$ cat config.mk
export PLATFORM = sky130hd
export DESIGN_NAME = smev_alu
export DESIGN_NICKNAME = d
export VERILOG_FILES = /design/src/rtl/smev_pkg.sv /design/src/rtl/smev_alu.sv
export SDC_FILE = /design/constraint.sdc
export NUM_CORES = 1
export LEC_CHECK = 0
export BUFFER_PORTS_ARGS = -buffer_cell sky130_fd_sc_hd__buf_2
export CORE_UTILIZATION = 25
export DETAILED_ROUTE_END_ITERATION = 10
export PLACE_DENSITY_LB_ADDON = 0.15
export SLEW_MARGIN = 20
export SYNTH_ARGS = -nofsm -noshare
export SYNTH_HDL_FRONTEND = slang
export SYNTH_SLANG_ARGS = --single-unit
$ cat constraint.sdc
create_clock -name vclk -period 7.65
set_clock_uncertainty 0.05 [all_clocks]
set_input_delay 0.3825 -clock vclk [all_inputs]
set_output_delay 0.3825 -clock vclk [all_outputs]
set_load 0.05 [all_outputs]
$ cat src/rtl/smev_pkg.sv
// ----------------------------------------------------------------------------
// Schedule makespan evaluator package
// Shared constants, field offsets and the types that connect the sequencer to
// its shared saturating add and compare unit.
// ----------------------------------------------------------------------------
package smev_pkg;

	localparam int JOB_W      = 6;
	localparam int MAX_JOBS   = 1 << JOB_W;
	localparam int TIME_WIDTH = 16;
	localparam int FIELD_W    = 16;
	localparam int DATA_W     = 32;

	localparam logic [DATA_W-1:0] SAT_MAX = '1;

	localparam int IN_JOB_LSB   = 0;
	localparam int IN_OTHER_LSB = IN_JOB_LSB + JOB_W;
	localparam int IN_HEAD_LSB  = IN_OTHER_LSB + JOB_W;
	localparam int IN_BODY_LSB  = IN_HEAD_LSB + FIELD_W;
	localparam int IN_TAIL_LSB  = IN_BODY_LSB + FIELD_W;
	localparam int IN_DELAY_LSB = IN_TAIL_LSB + FIELD_W;
	localparam int IN_USED_W    = IN_DELAY_LSB + FIELD_W;
	localparam int IN_DATA_W    = ((IN_USED_W + 7) / 8) * 8;
	localparam int IN_USER_W    = 3;
	localparam int OUT_DATA_W   = 3 * DATA_W;

	localparam logic [1:0] KIND_JOB   = 2'd0;
	localparam logic [1:0] KIND_DELAY = 2'd1;
	localparam logic [1:0] KIND_SCHED = 2'd2;
	localparam logic [1:0] KIND_NONE  = 2'd3;

	typedef struct packed {
		logic [DATA_W-1:0] a;
		logic [DATA_W-1:0] b;
		logic [DATA_W-1:0] c;
	} alu_in_t;

	typedef struct packed {
		logic [DATA_W-1:0] y;
		logic [DATA_W-1:0] mx;
		logic              gt;
	} alu_out_t;

	typedef struct packed {
		logic [TIME_WIDTH-1:0] head;
		logic [TIME_WIDTH-1:0] body;
		logic [TIME_WIDTH-1:0] tail;
	} job_rec_t;

	function automatic logic [TIME_WIDTH-1:0] mask_time(input logic [FIELD_W-1:0] v);
		logic [DATA_W-1:0] wide;
		wide = DATA_W'(v);
		return wide[TIME_WIDTH-1:0];
	endfunction

endpackage

$ cat src/rtl/smev_alu.sv
// ----------------------------------------------------------------------------
// Shared saturating add and compare unit
// Computes y = min(a + b, all ones), then compares y against c and returns
// the larger of the two. With b at zero it serves as a plain maximum.
// ----------------------------------------------------------------------------
module smev_alu import smev_pkg::*; (
	input  alu_in_t  op,
	output alu_out_t res
);

	logic [DATA_W:0] sum;

	always_comb begin
		sum    = {1'b0, op.a} + {1'b0, op.b};
		res.y  = sum[DATA_W] ? SAT_MAX : sum[DATA_W-1:0];
		res.gt = res.y > op.c;
		res.mx = res.gt ? res.y : op.c;
	end

endmodule

# Word level (Yosys, flattened, before mapping)
# Index checks and enable logic that the tools add are counted.
classes:
  add_sub_neg: 1
  magnitude_cmp: 1
  n_mux: 2
op_table:
  columns: ["operator", "count"]
  rows:
  - ["$mux 32", 2]
  - ["$add 32x32->33", 1]
  - ["$gt 32x32->1", 1]
totals:
  ff_bits: 0
  inputBits: 96
  output_inout_bits: 65
  word_cells: 4

# Longest topological paths before layout
# Gate-level depths: netlist of run 1.
depth:
  word_depth: 4
  ltp_mapped: 23
  ltp_nobuf: 20

# Least setup slack after synthesis of run 1
# Ideal clock, no wire load.
synth_path:
  path_type: "input to output"
  startpoint: "in op[39] (netlist name)"
  endpoint: "out res[10] (netlist name)"
  arrival_ns: 5.406
  required_ns: 7.218
  setup_slack_ns: 1.812
  stages: 19
  n_path_buf: 2
  cell_sequence: "ha_1 and3_1 and4_4 a211o_1 nor4b_4 o211a_1 o31ai_4 a21boi_1 o21ai_1 ha_1 nand4_1 nor4_2 nand3_1 a22oi_1 o21a_1 buf_4 inv_4 buf_2 a31oi_1"
synth_lines:
  columns: ["item", "line", "source"]
  rows:
  - ["start, declared", "smev_alu.sv:7", "input alu_in_t op,"]
  - ["end, declared", "smev_alu.sv:8", "output alu_out_t res"]

==> results of run 1 <==
==> metal layers <==
layer,up-vias,share of wire
li1,1884,-
met1,1568,0.46
met2,105,0.49
met3,2,0.046
met4,0,0.0028
met5,-,0
==> final timing paths <==
path                  startpoint      end  slack [ns]  depth (start not counted)
worst max-delay path      op[32]  res[32]        1.65                         21
worst min-delay path      op[23]  res[24]        1.16                          4
==> power by group through the flow <==
stage / Clock [W] / Combinational, W / Sequential [W]
final: 0 / 0.000788 / 0
after global routing: 0 / 0.000852 / 0
after CTS: 0 / 0.000795 / 0
after detailed placement: 0 / 0.000792 / 0
after global placement: 0 / 0.000792 / 0
after floorplan: 0 / 0.000630 / 0
==> critical path, cell delays in order <==
cell	delay, ns
sky130_fd_sc_hd__buf_2	0.10
sky130_fd_sc_hd__ha_1	0.22
sky130_fd_sc_hd__fa_1	0.40
sky130_fd_sc_hd__a21oi_1	0.23
sky130_fd_sc_hd__o211ai_1	0.15
sky130_fd_sc_hd__a21oi_2	0.34
sky130_fd_sc_hd__o211ai_2	0.20
sky130_fd_sc_hd__nand3_2	0.14
sky130_fd_sc_hd__and2_4	0.55
sky130_fd_sc_hd__o21ai_1	0.30
sky130_fd_sc_hd__ha_1	0.39
sky130_fd_sc_hd__nand4_1	0.13
sky130_fd_sc_hd__nor4_2	0.35
sky130_fd_sc_hd__nand3_1	0.14
sky130_fd_sc_hd__a22oi_1	0.21
sky130_fd_sc_hd__o21a_1	0.37
sky130_fd_sc_hd__inv_4	0.28
sky130_fd_sc_hd__nand4_1	0.17
sky130_fd_sc_hd__a21oi_1	0.06
sky130_fd_sc_hd__a211oi_2	0.15
sky130_fd_sc_hd__buf_2	0.29
==> cell usage in the layout (no fill, tap or decap), types with 2 or more instances in the layout <==
master and instances:
sky130_fd_sc_hd__xnor2_1 14, sky130_fd_sc_hd__a21oi_1 41, sky130_fd_sc_hd__nand2_1 34, sky130_fd_sc_hd__o21bai_1 5
sky130_fd_sc_hd__nand2_4 10, sky130_fd_sc_hd__xor2_1 12, sky130_fd_sc_hd__buf_2 161, sky130_fd_sc_hd__nor2_1 16
sky130_fd_sc_hd__or3_1 2, sky130_fd_sc_hd__nand4_1 11, sky130_fd_sc_hd__and3_1 7, sky130_fd_sc_hd__a31oi_1 9
sky130_fd_sc_hd__nor3_1 4, sky130_fd_sc_hd__o211a_1 2, sky130_fd_sc_hd__nand3_1 8, sky130_fd_sc_hd__o31ai_1 3
sky130_fd_sc_hd__a21oi_2 5, sky130_fd_sc_hd__o211ai_2 2, sky130_fd_sc_hd__a211o_1 2, sky130_fd_sc_hd__o221ai_1 3
sky130_fd_sc_hd__o21ai_0 15, sky130_fd_sc_hd__mux2_2 8, sky130_fd_sc_hd__and2_1 6, sky130_fd_sc_hd__mux2_1 3
sky130_fd_sc_hd__or2_2 2, sky130_fd_sc_hd__ha_1 64, sky130_fd_sc_hd__inv_1 47, sky130_fd_sc_hd__mux2_4 10
sky130_fd_sc_hd__o21a_1 10, sky130_fd_sc_hd__nand2b_1 2, sky130_fd_sc_hd__o21ai_1 2, sky130_fd_sc_hd__o211ai_1 5
sky130_fd_sc_hd__a21o_1 11, sky130_fd_sc_hd__a22oi_1 5, sky130_fd_sc_hd__a41oi_1 2, sky130_fd_sc_hd__nor2b_1 5
sky130_fd_sc_hd__nand2_2 6
==> per-stage QoR <==
step | total power, W | util | worst slack (ns) | hold WS (ns)
detailed placement | 0.0007919 | 0.3311 | 1.552 | 1.161
CTS | 0.0007954 | 0.3311 | 1.550 | 1.162
global route | 0.0008518 | 0.3311 | 1.258 | 1.185
finish | 0.0007883 | 0.3311 | 1.653 | 1.163
global placement | 0.0007923 | 0.3311 | 1.658 | 1.161
floorplan | 0.0006304 | - | 1.812 | 0.9388
==> cell families (layout without fill, tap and decap cells) <==
family	after synthesis	after routing	share of synthesized area
XOR/XNOR	26	26	0.06915
buffers and inverters	59	209	0.08625
adder cells (fa/ha/maj)	65	65	0.2492
AND/OR/NAND/NOR	122	122	0.2181
multiplexers	22	22	0.08625
AO/OA/AOI/OAI	135	135	0.2910
==> final cells by class <==
class	instances	area share
Tap cell	172	0.05108
Inverter	48	0.04336
Multi-Input combinational cell	370	0.7143
Timing Repair Buffer	161	0.1913
==> run_summary.xml, run 1 <==
<?xml version="1.0" encoding="UTF-8"?>
<metrics>
  <group name="run_status">
    <metric name="status" unit="">finished clean</metric>
  </group>
  <group name="layout">
    <metric name="clock_buffer_count" unit="">0</metric>
    <metric name="num_antenna_cells" unit="">0</metric>
    <metric name="area_growth" unit="%">27.93</metric>
    <metric name="final.fill_count" unit="">1451</metric>
    <metric name="layout-drive-gt1-share" unit="">0.3765</metric>
    <metric name="nFlopsAndLatches" unit="">0</metric>
    <metric name="multi_input_area" unit="sq mm">0.003009</metric>
    <metric name="post-route-cell-area" unit="sq mm">0.004213</metric>
    <metric name="final_nets" unit="">742</metric>
    <metric name="stdcell_count" unit="">751</metric>
    <metric name="ff_latch_area" unit="sq um">0</metric>
  </group>
  <group name="floorplan">
    <metric name="dieHeight" unit="um">116.8</metric>
    <metric name="initial_core_util" unit="">0.2589</metric>
    <metric name="dieArea" unit="sq mm">0.01364</metric>
    <metric name="std_cell_rows" unit="">41</metric>
    <metric name="die_w" unit="um">116.8</metric>
    <metric name="ios" unit="">161</metric>
    <metric name="placeableCoreArea" unit="sq mm">0.01272</metric>
  </group>
  <group name="timing">
    <metric name="totalNegativeSetupSlack" unit="ns">0</metric>
    <metric name="unrepaired_setup_endpoints_after_global_routing" unit="">false</metric>
    <metric name="finalMaxSlewViolations" unit="">0</metric>
    <metric name="final_hold_viol_count" unit="">0</metric>
    <metric name="slew_headroom" unit="">0.6014</metric>
    <metric name="layout_worst_path_cycle_share" unit="">0.7839</metric>
    <metric name="shortest_period_the_worst_path_allows" unit="ns">5.997</metric>
    <metric name="maximum_operating_frequency" unit="MHz">166.8</metric>
    <metric name="worst_pin_slew" unit="ns">0.5979</metric>
    <metric name="setup_violations" unit="">0</metric>
  </group>
  <group name="critical_path">
    <metric name="endpoint_kind" unit="">primary output</metric>
    <metric name="timing.critical_path.from_type" unit="">primary input</metric>
    <metric name="worst_ep_required_time" unit="ns">7.22</metric>
    <metric name="worstPathMaxFanout" unit="">34</metric>
    <metric name="timing.critical_path.arrival" unit="ns">5.56</metric>
    <metric name="path_class" unit="">in -&gt; out</metric>
  </group>
  <group name="detailed_routing">
    <metric name="drtAntennaViolNets" unit="">0</metric>
    <metric name="wirelength_per_cell" unit="um">13.73</metric>
    <metric name="drt_first_pass_iters" unit="">4</metric>
    <metric name="drcViolationCount" unit="">0</metric>
    <metric name="totalWireLength" unit="um">10310</metric>
    <metric name="vias_per_cell" unit="">4.739</metric>
    <metric name="drtIter0Drc" unit="">129</metric>
    <metric name="detailroute.via_count" unit="">3559</metric>
  </group>
  <group name="grt">
    <metric name="grt.met2_usage" unit="">0.2809</metric>
    <metric name="grt_busiest_layer" unit="">met2</metric>
    <metric name="grt_start_max_net_pins" unit="">35</metric>
    <metric name="globalRouteMet3Util" unit="">0.005149</metric>
    <metric name="globalRouteMet1Util" unit="">0.1898</metric>
    <metric name="wire_length_of_the_first_global_routing_pass" unit="um">16170</metric>
    <metric name="globalRoute.totalOverflow" unit="">0</metric>
    <metric name="gr-usage-all-layers" unit="">0.1462</metric>
    <metric name="antenna_found_initial" unit="">0</metric>
    <metric name="vias_in_the_first_global_route" unit="">3402</metric>
  </group>
  <group name="pwr">
    <metric name="net_switching_power" unit="W">0.0005503</metric>
    <metric name="internal_power_component" unit="W">0.0002380</metric>
    <metric name="comb_power_share" unit="">1.000</metric>
    <metric name="power.leakage" unit="nW">2.177</metric>
    <metric name="power.density_cell_area" unit="mW/mm^2">187.1</metric>
    <metric name="switching_share" unit="">0.6981</metric>
    <metric name="vdd_drop_max" unit="mV">0.09503</metric>
    <metric name="power_frac_seq" unit="">0</metric>
    <metric name="power.clock.fraction" unit="">0</metric>
  </group>
  <group name="placed_design">
    <metric name="place_area" unit="sq mm">0.004213</metric>
    <metric name="buffer_ports.inserted" unit="">161</metric>
    <metric name="dp_hpwl" unit="um">9050</metric>
    <metric name="gp_congestion" unit="">0.7992</metric>
    <metric name="dpl.cell_count" unit="">751</metric>
  </group>
  <group name="yosys">
    <metric name="synth_top_cells_by_area" unit="">sky130_fd_sc_hd__ha_1 (24%), sky130_fd_sc_hd__a21oi_1 (6.2%), sky130_fd_sc_hd__inv_1 (5.4%), sky130_fd_sc_hd__mux2_4 (4.6%), sky130_fd_sc_hd__nand2_1 (3.9%)</metric>
    <metric name="most_common_cell_in_the_synthesized_netlist" unit="">sky130_fd_sc_hd__ha_1</metric>
    <metric name="syn-cell-area" unit="sq mm">0.003293</metric>
    <metric name="synthesis.area_per_instance" unit="sq um">7.676</metric>
    <metric name="netlist_top_cells_count" unit="">sky130_fd_sc_hd__ha_1 (64), sky130_fd_sc_hd__inv_1 (47), sky130_fd_sc_hd__a21oi_1 (41)</metric>
    <metric name="ys.warnings.count" unit="">0</metric>
    <metric name="yosys.area.top_type" unit="">sky130_fd_sc_hd__ha_1</metric>
    <metric name="post_synth_inst_count" unit="">429</metric>
    <metric name="ys_seq_area_frac" unit="">0</metric>
    <metric name="synth_top_cell_area_share" unit="">0.2432</metric>
    <metric name="synth.net_count" unit="">590</metric>
    <metric name="synth.distinct_cells" unit="">66</metric>
  </group>
  <group name="clock_network">
    <metric name="cts_hold_buffers" unit="">0</metric>
    <metric name="cts_resized" unit="">0</metric>
    <metric name="post_cts.repair.setup_buffers" unit="">0</metric>
  </group>
  <group name="flow_run">
    <metric name="count_of_max_cap_constraint_violations" unit="">0</metric>
  </group>
  <group name="worst_hold_path">
    <metric name="holdCritPathClass" unit="">in -&gt; out</metric>
  </group>
</metrics>
(Power assumes the default switching activity.)
==> run 2, diff against run 1 <==
clock period = 5.3 ns   (was 7.65 ns; I/O delays follow)
==> run_summary.xml, run 2 (same netlist as run 1, synthesis figures left out) <==
<?xml version="1.0" encoding="UTF-8"?>
<metrics>
  <group name="run_status">
    <metric name="status" unit="">finished clean</metric>
  </group>
  <group name="layout">
    <metric name="layout_commonest_cell" unit="">sky130_fd_sc_hd__buf_2</metric>
    <metric name="clock_buffer_count" unit="">0</metric>
    <metric name="final.fill_count" unit="">1409</metric>
    <metric name="num_antenna_cells" unit="">0</metric>
    <metric name="most-common-layout-cells" unit="">sky130_fd_sc_hd__buf_2 (149), sky130_fd_sc_hd__ha_1 (58), sky130_fd_sc_hd__inv_1 (47)</metric>
    <metric name="nFlopsAndLatches" unit="">0</metric>
    <metric name="multi_input_area" unit="sq mm">0.003153</metric>
    <metric name="area_growth" unit="%">40.16</metric>
    <metric name="layout-drive-gt1-share" unit="">0.4374</metric>
    <metric name="ff_latch_area" unit="sq um">0</metric>
    <metric name="final_nets" unit="">762</metric>
  </group>
  <group name="timing">
    <metric name="final_hold_viol_count" unit="">0</metric>
    <metric name="finalMaxSlewViolations" unit="">0</metric>
    <metric name="slew_headroom" unit="">0.6499</metric>
    <metric name="fin_worst_hold_slack" unit="ns">0.8670</metric>
    <metric name="layout_setup_ws" unit="ns">0.3264</metric>
    <metric name="setup_violations" unit="">0</metric>
    <metric name="worst_pin_slew" unit="ns">0.5251</metric>
    <metric name="maximum_operating_frequency" unit="MHz">201.1</metric>
    <metric name="layout_worst_path_cycle_share" unit="">0.9384</metric>
    <metric name="shortest_period_the_worst_path_allows" unit="ns">4.974</metric>
  </group>
  <group name="pwr">
    <metric name="power.density_cell_area" unit="mW/mm^2">272.3</metric>
    <metric name="switching_share" unit="">0.6565</metric>
    <metric name="comb_power_share" unit="">1.000</metric>
    <metric name="net_switching_power" unit="W">0.0008251</metric>
    <metric name="power_frac_seq" unit="">0</metric>
    <metric name="power.leakage" unit="nW">2.331</metric>
    <metric name="internal_power_component" unit="W">0.0004318</metric>
    <metric name="power.clock.fraction" unit="">0</metric>
    <metric name="vdd_drop_max" unit="mV">0.1337</metric>
  </group>
  <group name="placed_design">
    <metric name="placement.setup.worst_slack" unit="ns">0.04712</metric>
    <metric name="dp_hpwl" unit="um">9558</metric>
    <metric name="gp_congestion" unit="">0.7968</metric>
    <metric name="buffer_ports.inserted" unit="">161</metric>
  </group>
  <group name="detailed_routing">
    <metric name="totalWireLength" unit="um">10860</metric>
    <metric name="vias_per_cell" unit="">4.734</metric>
    <metric name="drt_first_pass_iters" unit="">4</metric>
    <metric name="drtIter0Drc" unit="">87</metric>
    <metric name="wirelength_per_cell" unit="um">14.08</metric>
    <metric name="drtAntennaViolNets" unit="">0</metric>
    <metric name="drcViolationCount" unit="">0</metric>
    <metric name="detailroute.via_count" unit="">3650</metric>
  </group>
  <group name="critical_path">
    <metric name="path_class" unit="">in -&gt; out</metric>
    <metric name="cp_startpoint" unit="">op[39]</metric>
    <metric name="worstPathMaxFanout" unit="">6</metric>
    <metric name="timing.critical_path.from_type" unit="">primary input</metric>
    <metric name="timing.critical_path.arrival" unit="ns">4.66</metric>
    <metric name="worst_ep_required_time" unit="ns">4.99</metric>
    <metric name="worst_setup_path_endpoint" unit="">res[12]</metric>
    <metric name="endpoint_kind" unit="">primary output</metric>
  </group>
  <group name="worst_hold_path">
    <metric name="holdCritPathClass" unit="">in -&gt; out</metric>
    <metric name="min-delay-start" unit="">op[10]</metric>
  </group>
  <group name="grt">
    <metric name="grt_start_max_net_pins" unit="">15</metric>
    <metric name="globalRoute.totalOverflow" unit="">0</metric>
    <metric name="antenna_found_initial" unit="">0</metric>
    <metric name="vias_in_the_first_global_route" unit="">3499</metric>
    <metric name="gr-usage-all-layers" unit="">0.1537</metric>
    <metric name="wire_length_of_the_first_global_routing_pass" unit="um">16860</metric>
  </group>
  <group name="floorplan">
    <metric name="initial_core_util" unit="">0.2589</metric>
    <metric name="dieArea" unit="sq mm">0.01364</metric>
    <metric name="placeableCoreArea" unit="sq mm">0.01272</metric>
    <metric name="ios" unit="">161</metric>
    <metric name="dieHeight" unit="um">116.8</metric>
    <metric name="die_w" unit="um">116.8</metric>
    <metric name="std_cell_rows" unit="">41</metric>
  </group>
  <group name="clock_network">
    <metric name="cts_hold_buffers" unit="">0</metric>
  </group>
  <group name="flow_run">
    <metric name="count_of_max_cap_constraint_violations" unit="">0</metric>
  </group>
</metrics>
run 2: changes by cell type in the layout (fill, tap and decap cells not counted), moves of 2 or more:
cell,before,now
sky130_fd_sc_hd__a31oi_1,9,4
sky130_fd_sc_hd__buf_2,161,149
sky130_fd_sc_hd__a31oi_2,0,5
sky130_fd_sc_hd__ha_4,0,2
sky130_fd_sc_hd__ha_1,64,58
sky130_fd_sc_hd__ha_2,0,4
sky130_fd_sc_hd__buf_12,0,4
sky130_fd_sc_hd__buf_4,0,22
sky130_fd_sc_hd__a21oi_2,5,9
sky130_fd_sc_hd__a21oi_1,41,36
sky130_fd_sc_hd__buf_6,0,3
run 2: cell type report:
type | instances | share of cell area
well taps | 172 | 0.04662
repair inverters | 1 | 0.001084
inverters | 48 | 0.04012
repair buffers | 180 | 0.2291
multi-input cells | 370 | 0.6831
run 2: worst max-delay path: stages:
cell and delay [ns]:
sky130_fd_sc_hd__buf_2 0.10, sky130_fd_sc_hd__ha_2 0.32, sky130_fd_sc_hd__and3_1 0.21, sky130_fd_sc_hd__and4_4 0.20
sky130_fd_sc_hd__a211o_4 0.34, sky130_fd_sc_hd__nor4b_4 0.15, sky130_fd_sc_hd__o211a_1 0.26, sky130_fd_sc_hd__o31ai_4 0.31
sky130_fd_sc_hd__and3b_1 0.22, sky130_fd_sc_hd__o21ai_2 0.09, sky130_fd_sc_hd__ha_4 0.28, sky130_fd_sc_hd__nand4_1 0.18
sky130_fd_sc_hd__nor4_4 0.40, sky130_fd_sc_hd__nand3_2 0.14, sky130_fd_sc_hd__a22oi_2 0.18, sky130_fd_sc_hd__o21a_2 0.23
sky130_fd_sc_hd__clkinv_4 0.12, sky130_fd_sc_hd__clkbuf_16 0.18, sky130_fd_sc_hd__mux2_1 0.33, sky130_fd_sc_hd__buf_6 0.16
run 2: worst min path at each step:
stage	endpoint	slack (ns)	cells after the start
final	res[11]	0.87	3
after detailed placement	res[1]	0.90	4
after global placement	res[1]	0.90	4
after floorplan	res[20]	0.70	1
after CTS	res[1]	0.91	4
after global routing	res[11]	0.89	3
run 2: power groups by stage:
stage	clock (W)	sequential (W)	combinational (W)
2_1_floorplan	0	0	0.000920
3_3_place_gp	0	0	0.00119
3_5_place_dp	0	0	0.00119
4_1_cts	0	0	0.00120
5_1_grt	0	0	0.00135
6_report	0	0	0.00126
run 2: what timing repair did:
action,in CTS,in global routing
setup endpoints to repair,0,32
setup buffers,0,10
gates resized for setup,0,49
run 2: per-layer routing:
layer,up-vias,wire length [um],track usage
met1,1638,4987,0.2022
met3,6,427,0.003090
li1,1904,-,-
met4,0,102,0.01266
met5,-,0,0
met2,102,5340,0.2895
run 2: through the flow:
step / utilization / instance area [sq um] / power (W) / instances / setup TNS [ns]
CTS: 0.3425 / 4358 / 0.001196 / 759 / 0
global placement: 0.3425 / 4358 / 0.001190 / 759 / 0
finish: 0.3628 / 4616 / 0.001257 / 771 / 0
detailed placement: 0.3425 / 4358 / 0.001191 / 759 / 0
global route: 0.3628 / 4616 / 0.001353 / 771 / -0.005364
floorplan: - / 3328 / 0.0009197 / 429 / 0
